`src/hdl/gafc_pkg.sv`:
```
// Shared types and constants for the gated average frequency counter.
// No dependencies; imported by gated_average_frequency_counter.
package gafc_pkg;

    localparam int STAMP_W = 32;
    localparam int COUNT_W = 16;
    localparam int FREQ_W  = 48;
    localparam int ADDR_W  = 4;
    localparam int DATA_W  = 32;

    // Register reset values: 80 MHz timestamp clock, mains window of 40..70 Hz.
    localparam logic [STAMP_W-1:0] CLOCK_HZ_RST   = 32'd80000000;
    localparam logic [STAMP_W-1:0] PERIOD_MIN_RST = 32'd1142857;
    localparam logic [STAMP_W-1:0] PERIOD_MAX_RST = 32'd2000000;

    // Register index, taken from the word address of the configuration port.
    typedef enum logic [1:0] {
        REG_CLOCK_HZ   = 2'd0,
        REG_PERIOD_MIN = 2'd1,
        REG_PERIOD_MAX = 2'd2,
        REG_UNUSED     = 2'd3
    } reg_idx_t;

    localparam logic KIND_EDGE    = 1'b0;
    localparam logic KIND_READOUT = 1'b1;

    typedef enum logic [5:0] {
        ST_IDLE  = 6'b000001,
        ST_EDGE  = 6'b000010,
        ST_MUL   = 6'b000100,
        ST_DIV   = 6'b001000,
        ST_ROUND = 6'b010000,
        ST_DONE  = 6'b100000
    } state_t;

endpackage

```
`src/hdl/gated_average_frequency_counter.sv`:
```
// Top level of the gated average frequency counter: window check, period
// accumulation and an iterative restoring divider for the readout.
// Depends on gafc_pkg.
//
//  Channel | Direction | Handshake          | Payload
//  --------+-----------+--------------------+------------------------------------------
//  in      | sink      | in_valid/in_stall   | kind, timestamp
//  out     | source    | out_valid/out_stall | freq_q16, valid_res, period_count, noise_count
//  cfg     | APB slave | psel/penable/pready | paddr, pwrite, pwdata, prdata
//
// An edge transfer forms the period on acceptance, then does the window check and
// the saturating add in ST_EDGE. A readout goes through ST_MUL, the one-bit-per-cycle
// divider loop in ST_DIV, ST_ROUND and ST_DONE; an empty readout or one with a zero
// sum goes straight to ST_DONE. rst_n clears all counters and loads the register
// defaults at once. in_stall is high whenever the sequencer is busy, and a finished
// readout waits in ST_DONE while the output register is stalled.
module gated_average_frequency_counter #(
    parameter int FRAC_BITS = 16
) (
    input  logic                          clk,
    input  logic                          rst_n,
    // Input channel
    input  logic                          in_valid,
    output logic                          in_stall,
    input  logic                          kind,
    input  logic [gafc_pkg::STAMP_W-1:0]  timestamp,
    // Output channel
    output logic                          out_valid,
    input  logic                          out_stall,
    output logic [gafc_pkg::FREQ_W-1:0]   freq_q16,
    output logic                          valid_res,
    output logic [gafc_pkg::COUNT_W-1:0]  period_count,
    output logic [gafc_pkg::STAMP_W-1:0]  noise_count,
    // Configuration port
    input  logic                          psel,
    input  logic                          penable,
    input  logic                          pwrite,
    input  logic [gafc_pkg::ADDR_W-1:0]   paddr,
    input  logic [gafc_pkg::DATA_W-1:0]   pwdata,
    output logic [gafc_pkg::DATA_W-1:0]   prdata,
    output logic                          pready
);
    import gafc_pkg::*;

    // The dividend is the 48-bit product shifted up by FRAC_BITS plus one
    // extra bit, so the last quotient bit is the rounding bit.
    localparam int QW    = FREQ_W + FRAC_BITS + 1;
    localparam int CNT_W = $clog2(QW);
    localparam logic [CNT_W-1:0] LAST_STEP = CNT_W'(QW - 1);

    // Configuration registers.
    logic [STAMP_W-1:0] clock_hz_reg;
    logic [STAMP_W-1:0] period_min_reg;
    logic [STAMP_W-1:0] period_max_reg;

    // Measurement state.
    logic [STAMP_W-1:0] last_stamp_reg, last_stamp_next;
    logic [STAMP_W-1:0] period_sum_reg, period_sum_next;
    logic [COUNT_W-1:0] acc_count_reg, acc_count_next;
    logic [STAMP_W-1:0] rej_count_reg, rej_count_next;

    // Sequencer and divider datapath.
    state_t             state_reg, state_next;
    logic [STAMP_W-1:0] period_reg, period_next;
    logic [STAMP_W-1:0] den_reg, den_next;
    logic [COUNT_W-1:0] snap_count_reg, snap_count_next;
    logic [QW-1:0]      dvd_reg, dvd_next;
    logic [STAMP_W-1:0] rem_reg, rem_next;
    logic [CNT_W-1:0]   step_reg, step_next;
    logic [FREQ_W-1:0]  res_freq_reg, res_freq_next;

    // Output register.
    logic               out_valid_reg, out_valid_next;
    logic [FREQ_W-1:0]  freq_reg, freq_next;
    logic               vres_reg, vres_next;
    logic [COUNT_W-1:0] pcount_reg, pcount_next;
    logic [STAMP_W-1:0] ncount_reg, ncount_next;

    logic               in_fire;
    logic               cfg_write;
    logic [STAMP_W:0]   sum_wide;
    logic               in_window;
    logic [FREQ_W-1:0]  product;
    logic [STAMP_W:0]   rem_shift;
    logic               rem_ge;
    logic [STAMP_W:0]   rem_diff;
    logic [QW-1:0]      rounded;
    logic               int_over;

    assign in_fire   = in_valid && !in_stall;
    assign in_stall  = (state_reg != ST_IDLE);
    assign pready    = 1'b1;
    assign cfg_write = psel && penable && pwrite;

    // Configuration port: three words, a write to the fourth is dropped.
    always_ff @(posedge clk or negedge rst_n)
    begin
        if (!rst_n)
        begin
            clock_hz_reg   <= CLOCK_HZ_RST;
            period_min_reg <= PERIOD_MIN_RST;
            period_max_reg <= PERIOD_MAX_RST;
        end
        else if (cfg_write)
        begin
            unique case (reg_idx_t'(paddr[3:2]))
                REG_CLOCK_HZ:   clock_hz_reg   <= pwdata;
                REG_PERIOD_MIN: period_min_reg <= pwdata;
                REG_PERIOD_MAX: period_max_reg <= pwdata;
                REG_UNUSED:     ;
            endcase
        end
    end

    always_comb
    begin
        unique case (reg_idx_t'(paddr[3:2]))
            REG_CLOCK_HZ:   prdata = clock_hz_reg;
            REG_PERIOD_MIN: prdata = period_min_reg;
            REG_PERIOD_MAX: prdata = period_max_reg;
            REG_UNUSED:     prdata = '0;
        endcase
    end

    // Window check and saturating accumulation of one period.
    assign in_window = (period_reg >= period_min_reg) && (period_reg <= period_max_reg);
    assign sum_wide  = {1'b0, period_sum_reg} + {1'b0, period_reg};

    // 32 x 16 product that forms the numerator clock_hz * count.
    assign product = clock_hz_reg * snap_count_reg;

    // One restoring division step: bring down the next dividend bit, and
    // subtract the denominator whenever the partial remainder reaches it.
    assign rem_shift = {rem_reg, dvd_reg[QW-1]};
    assign rem_diff  = rem_shift - {1'b0, den_reg};
    assign rem_ge    = (rem_shift >= {1'b0, den_reg});

    // The quotient carries one bit below the fraction; adding it rounds half up.
    assign rounded  = {1'b0, dvd_reg[QW-1:1]} + QW'(dvd_reg[0]);
    assign int_over = ((dvd_reg >> (FREQ_W + 1)) != '0);

    always_comb
    begin
        state_next      = state_reg;
        last_stamp_next = last_stamp_reg;
        period_sum_next = period_sum_reg;
        acc_count_next  = acc_count_reg;
        rej_count_next  = rej_count_reg;
        period_next     = period_reg;
        den_next        = den_reg;
        snap_count_next = snap_count_reg;
        dvd_next        = dvd_reg;
        rem_next        = rem_reg;
        step_next       = step_reg;
        res_freq_next   = res_freq_reg;
        out_valid_next  = out_valid_reg && out_stall;
        freq_next       = freq_reg;
        vres_next       = vres_reg;
        pcount_next     = pcount_reg;
        ncount_next     = ncount_reg;

        unique case (state_reg)
            ST_IDLE:
            begin
                if (in_fire)
                begin
                    if (kind == KIND_EDGE)
                    begin
                        period_next     = timestamp - last_stamp_reg;
                        last_stamp_next = timestamp;
                        state_next      = ST_EDGE;
                    end
                    else
                    begin
                        // Take a snapshot and clear the accumulators at once.
                        snap_count_next = acc_count_reg;
                        den_next        = period_sum_reg;
                        period_sum_next = '0;
                        acc_count_next  = '0;
                        if (acc_count_reg == '0)
                        begin
                            res_freq_next = '0;
                            state_next    = ST_DONE;
                        end
                        else if (period_sum_reg == '0)
                        begin
                            res_freq_next = '1;
                            state_next    = ST_DONE;
                        end
                        else
                        begin
                            state_next = ST_MUL;
                        end
                    end
                end
            end
            ST_EDGE:
            begin
                if (in_window)
                begin
                    period_sum_next = sum_wide[STAMP_W] ? '1 : sum_wide[STAMP_W-1:0];
                    if (acc_count_reg != '1)
                    begin
                        acc_count_next = acc_count_reg + 1'b1;
                    end
                end
                else
                begin
                    rej_count_next = rej_count_reg + 1'b1;
                end
                state_next = ST_IDLE;
            end
            ST_MUL:
            begin
                dvd_next   = {product, {(FRAC_BITS + 1){1'b0}}};
                rem_next   = '0;
                step_next  = '0;
                state_next = ST_DIV;
            end
            ST_DIV:
            begin
                rem_next  = rem_ge ? rem_diff[STAMP_W-1:0] : rem_shift[STAMP_W-1:0];
                dvd_next  = {dvd_reg[QW-2:0], rem_ge};
                step_next = step_reg + 1'b1;
                if (step_reg == LAST_STEP)
                begin
                    state_next = ST_ROUND;
                end
            end
            ST_ROUND:
            begin
                if (int_over || ((rounded >> FREQ_W) != '0))
                begin
                    res_freq_next = '1;
                end
                else
                begin
                    res_freq_next = rounded[FREQ_W-1:0];
                end
                state_next = ST_DONE;
            end
            ST_DONE:
            begin
                if (!out_valid_reg || !out_stall)
                begin
                    out_valid_next = 1'b1;
                    freq_next      = res_freq_reg;
                    vres_next      = (snap_count_reg != '0);
                    pcount_next    = snap_count_reg;
                    ncount_next    = rej_count_reg;
                    state_next     = ST_IDLE;
                end
            end
        endcase
    end

    always_ff @(posedge clk or negedge rst_n)
    begin
        if (!rst_n)
        begin
            state_reg      <= ST_IDLE;
            last_stamp_reg <= '0;
            period_sum_reg <= '0;
            acc_count_reg  <= '0;
            rej_count_reg  <= '0;
            out_valid_reg  <= 1'b0;
            step_reg       <= '0;
        end
        else
        begin
            state_reg      <= state_next;
            last_stamp_reg <= last_stamp_next;
            period_sum_reg <= period_sum_next;
            acc_count_reg  <= acc_count_next;
            rej_count_reg  <= rej_count_next;
            out_valid_reg  <= out_valid_next;
            step_reg       <= step_next;
        end
    end

    always_ff @(posedge clk)
    begin
        period_reg     <= period_next;
        den_reg        <= den_next;
        snap_count_reg <= snap_count_next;
        dvd_reg        <= dvd_next;
        rem_reg        <= rem_next;
        res_freq_reg   <= res_freq_next;
        freq_reg       <= freq_next;
        vres_reg       <= vres_next;
        pcount_reg     <= pcount_next;
        ncount_reg     <= ncount_next;
    end

    assign out_valid    = out_valid_reg;
    assign freq_q16     = freq_reg;
    assign valid_res    = vres_reg;
    assign period_count = pcount_reg;
    assign noise_count  = ncount_reg;

    // A new result only appears when the sequencer hands it over.
    a_result_from_done: assert property (@(posedge clk) disable iff (!rst_n)
        $rose(out_valid) |-> $past(state_reg == ST_DONE))
        else $error("result appeared outside the hand-over state");

    // An empty accumulator always has a zero sum.
    a_empty_sum_zero: assert property (@(posedge clk) disable iff (!rst_n)
        (acc_count_reg == '0) |-> (period_sum_reg == '0))
        else $error("period sum nonzero with no accepted period");

    // The divider never runs past its last step.
    a_div_bound: assert property (@(posedge clk) disable iff (!rst_n)
        (state_reg == ST_DIV) |-> (step_reg <= LAST_STEP))
        else $error("divider step counter overran");

    // An invalid result reports zero frequency and zero periods.
    a_empty_result: assert property (@(posedge clk) disable iff (!rst_n)
        (out_valid && !valid_res) |-> (freq_q16 == '0 && period_count == '0))
        else $error("empty readout carries nonzero data");

    // Edges are only taken in while idle, so the period sum never changes
    // during a division.
    a_sum_frozen: assert property (@(posedge clk) disable iff (!rst_n)
        (state_reg == ST_DIV) |=> $stable(period_sum_reg))
        else $error("period sum changed during a division");

endmodule

```
`config.mk`:
```
export PLATFORM = sky130hd
export DESIGN_NAME = gated_average_frequency_counter
export DESIGN_NICKNAME = d
export VERILOG_FILES = /design/src/hdl/gafc_pkg.sv /design/src/hdl/gated_average_frequency_counter.sv
export SDC_FILE = /design/constraint.sdc
export NUM_CORES = 2
export LEC_CHECK = 0
export ABC_AREA = 0
export BUFFER_PORTS_ARGS = -buffer_cell sky130_fd_sc_hd__buf_2
export CAP_MARGIN = 10
export CORE_ASPECT_RATIO = 0.75
export CORE_MARGIN = 2
export CORE_UTILIZATION = 45
export CTS_BUF_LIST = sky130_fd_sc_hd__clkbuf_4 sky130_fd_sc_hd__clkbuf_8 sky130_fd_sc_hd__clkbuf_16
export CTS_CLUSTER_DIAMETER = 50
export CTS_CLUSTER_SIZE = 20
export DETAILED_ROUTE_END_ITERATION = 10
export GPL_TIMING_DRIVEN = 0
export PLACE_DENSITY = 0.7
export SLEW_MARGIN = 40
export SYNTH_ARGS = -nofsm -noshare
export SYNTH_HDL_FRONTEND = slang
export SYNTH_SLANG_ARGS = --single-unit
```
`constraint.sdc`:
```
create_clock -name clk -period 9.3 [get_ports clk]
set_input_delay 1.395 -clock clk [delete_from_list [all_inputs] [get_ports clk]]
set_output_delay 1.395 -clock clk [all_outputs]
set_load 0.005 [all_outputs]
```
==> metrics.md <==
| Metric | Value |
|---|---|
| Status | completed |
| Grt ovf | 0 |
| CP Launch Point | snap_count_reg[6] |
| Post-synth top flop | edfxtp_1 |
| Clk buf depth | 3 |
| Number of I/O pins | 208 |
| Reg clk slew, reported paths | 0.08 ns |
| DRC | 0 |
| Starting Density | 0.456 |
| Antenna viol nets, final | 0 |
| Max FFs per register | 65 |
| Clock Latency Late Sink | around 0.65 ns |
| GR Util All Layers | 0.238 |
| Root Buffer | clkbuf_16 |
| CTS H-tree lvls | 2 |
| Final period utilization | 0.879 |
| Number of global-route vias before repair | between 30000 and 40000 |
| Row count | 99 |
| Global placement routability congestion | 0.940 |
| 1st-iter DRT viols | about 2800 |
| Fraction of synthesized cell area in xor and xnor cells | 0.0403 |
| CTS tree | yes |
| Cells after Synth | 4480 |
| Asr flop ratio synth | 0.408 |
| Area Overhead vs Synth | 11.0% |
| Worst Tran Pin Value | ~0.9 ns |
| First-pass GRT wire length | 190000 um |
| Critical Path Fanout Max | 10 |
| Final WL | between 100000 and 150000 um |
| Crit path buffers/inverters | 5 |
| Reg2Reg Setup Slack | 1.13 ns |
| Crit path DAT | around 8.6 ns |
| Pins Over Slew Limit | 0 |
| Worst Hold Path Cells | 0 |
| Main combinational cell family by area after synthesis | adder cells |
| Post-synthesis mux area share | 0.0304 |
| Final Hold Viols | 0 |
| Final setup viols | 0 |
| Worst Setup Path Type | reg -> reg |
| Synth unique cells | 94 |
| Worst min path class | reg -> reg |
| RR Startpoint | snap_count_reg[6] |
| CP delay by family, top | adder cells |
| Reg-to-Reg End | dvd_reg[58] |
| Core Region | 97700 sq um |
| Synth Area in Simple Gates | 0.148 |
| Routed wire per std cell | 19.6 um |
| Die ar. | 102000 sq um |
| Fill count | 8894 |
| Fin crit period | a little over 8 ns |
| CP Cell Sequence | clkbuf_1 -> and2_1 -> fa_1 -> inv_1 -> fa_1 -> fa_1 -> inv_1 -> fa_1 -> fa_1 -> inv_1 -> fa_1 -> inv_1 -> ha_1 -> a21oi_1 -> o21bai_1 -> o21ai_0 -> a2111oi_2 -> o31ai_1 -> o221ai_1 -> a21oi_1 -> o21a_2 -> xor2_1 -> a21oi_1 |
| Mapped Area | approximately 45000 sq um |
| DP HPWL | between 90000 and 100000 um |
| Max_slew headroom | 0.387 |
| Unrepaired setup endpoints after global routing | no |
| Critical path required time | 9.67 ns |
| Critical-path top delay cell | edfxtp_1 |
| Via count | around 33000 |
| Post-CTS sizing | 0 |
| Number of synthesized register bits | 544 |
| Avg Synthesized Cell Area | 9.95 sq um |
| Hold-fix buffers at CTS | 0 |
| HP Start | res_freq_reg[12] |
| Input/output buffers | between 200 and 250 |
| Cell mode on critical path | fa_1 |
| Peak Freq | 0.122 GHz |
| Critical Path Max Stage Delay | 0.80 ns |
| Crit path to | dvd_reg[58] |
| Via density | between 5 and 6 |
| First-pass iteration count of the detailed router | 6 |
| Final net count | 5533 |
| WHS | 0.411 ns |
| Final TNS setup | 0 ns |
| Synthesis Warnings | 0 |
| Pin count of the biggest net entering global routing | 71 |
| Initial antenna violation count | 15 |
| Synthesized Nets | between 5000 and 6000 |
| Num CTS Buffers | 52 |
| Number of enable flip-flop cells after synthesis | 322 |
| FF-to-FF path depth | 23 |
| CP Depth | 23 |
| Seq/Total Area, Yosys | 0.342 |
| Clock Skew | 0.0392 ns |
| Post CTS Setup Buffer Count | 0 |
| Adder-Cell Fraction of Synth Area | 0.269 |
| Clk sinks | between 500 and 600 |
| Compound-Gate Fraction of Synth Area | 0.0976 |
| Die width | 367 um |
| Max-Cap Viols | 0 |
| Die Span Y | 277 um |
| Share of cells above drive strength 1 | 0.0991 |
| CP Launch Type | flop |
| CP endpoint kind | flop |
## how the worst min path moves through the flow
stage,end
final,freq_q16[12]
after CTS,freq_q16[29]
after floorplan,freq_q16[0]
after detailed placement,freq_q16[5]
after global routing,freq_q16[29]
after global placement,freq_q16[33]
## layout make-up
cell class	count	area (sq um)	share of cell area
clock inverter	42	563	0.0114
inverter	643	2420	0.0490
sequential	544	15300	0.308
buffer	185	807	0.0163
clock buffer	56	1350	0.0273
timing repair buffer	216	1270	0.0257
multi-input combinational	3108	26100	0.528
antenna	8	20.0	0.000405
tap	1313	1640	0.0332
## cells in the mapped netlist, types with 11 or more instances
master	instances	share of area
a211oi_1	18	0.0030
a21o_1	93	0.016
a21oi_1	216	0.024
a31oi_1	15	0.0021
and2_1	241	0.034
and3_1	44	0.0062
clkbuf_1	155	0.013
dfrtp_1	198	0.11
dfstp_2	24	0.014
edfxtp_1	322	0.22
fa_1	421	0.19
ha_1	286	0.080
inv_1	642	0.054
mux2_2	67	0.017
mux2i_1	60	0.013
nand2_1	586	0.049
nand2b_1	20	0.0028
nand3_1	71	0.0080
nand4_1	60	0.0084
nor2_1	199	0.017
nor2b_1	26	0.0037
nor3_1	33	0.0037
nor4_1	22	0.0031
o211ai_1	17	0.0029
o21a_1	25	0.0042
o21ai_0	221	0.025
o21bai_1	14	0.0024
or3_1	11	0.0015
xnor2_1	125	0.025
xor2_1	80	0.016
## per-layer routing
| layer | up-vias | GRT usage | routed length, um | part of all wire |
|---|---|---|---|---|
| li1 | 15400 | - | - | - |
| met1 | 16400 | 0.350 | 53700 | 0.45 |
| met2 | 1327 | 0.362 | 52600 | 0.44 |
| met3 | 178 | 0.0443 | 10800 | 0.090 |
| met4 | 4 | 0.0601 | 2840 | 0.024 |
| met5 | - | 0 | 32 | 0.00027 |
## worst register-to-register path, stage by stage (launching register included)
cell and delay [ns]:
edfxtp_1 0.80, clkbuf_1 0.73, and2_1 0.27, fa_1 0.40, inv_1 0.10, fa_1 0.42, fa_1 0.51, inv_1 0.04
fa_1 0.48, fa_1 0.55, inv_1 0.06, fa_1 0.57, inv_1 0.05, ha_1 0.35, a21oi_1 0.30, o21bai_1 0.16
o21ai_0 0.54, a2111oi_2 0.15, o31ai_1 0.44, o221ai_1 0.19, a21oi_1 0.32, o21a_2 0.21, xor2_1 0.17, a21oi_1 0.08
## kinds of logic (layout without fill, tap and decap cells)
| kind of cell | Yosys count | count (layout) |
|---|---|---|
| buffers and inverters | 828 | 1142 |
| adders and majority gates | 707 | 707 |
| other | 1 | 9 |
| muxes | 127 | 127 |
| AOI/OAI and AO/OA | 704 | 704 |
| and+or+nand+nor | 1364 | 1364 |
| DFF | 544 | 544 |
| xor gates and xnor gates | 205 | 205 |
## stage by stage
| stage | instance area (sq um) | util | cells | worst slack (ns) |
|---|---|---|---|---|
| after global placement | 47200 | 0.483 | 5995 | 0.443 |
| after CTS | 49400 | 0.506 | 6106 | 1.29 |
| final | 49500 | 0.506 | 6115 | 1.13 |
| after detailed placement | 47500 | 0.486 | 6008 | 1.30 |
| after floorplan | 44600 | - | 4480 | 2.74 |
| after global routing | 49400 | 0.506 | 6113 | 0.849 |
## placed cells by master (no fill, tap or decap), types with 25 or more instances in the layout
master and count:
xnor2_1 125, nand4_1 60, clkbuf_1 151, o21a_1 25, dfrtp_1 198, mux2_2 67
and3_1 44, nor2b_1 26, clkbuf_16 53, nand3_1 71, buf_2 210, o21ai_0 221
and2_1 241, mux2i_1 60, a21o_1 93, a21oi_1 215, nor2_1 199, nor3_1 32
ha_1 286, edfxtp_1 322, xor2_1 80, nand2_1 585, inv_1 641, fa_1 421
Power is left out: the tool's default activity adds up to more than one toggle a clock period on the data nets, which glitch-free logic cannot reach.
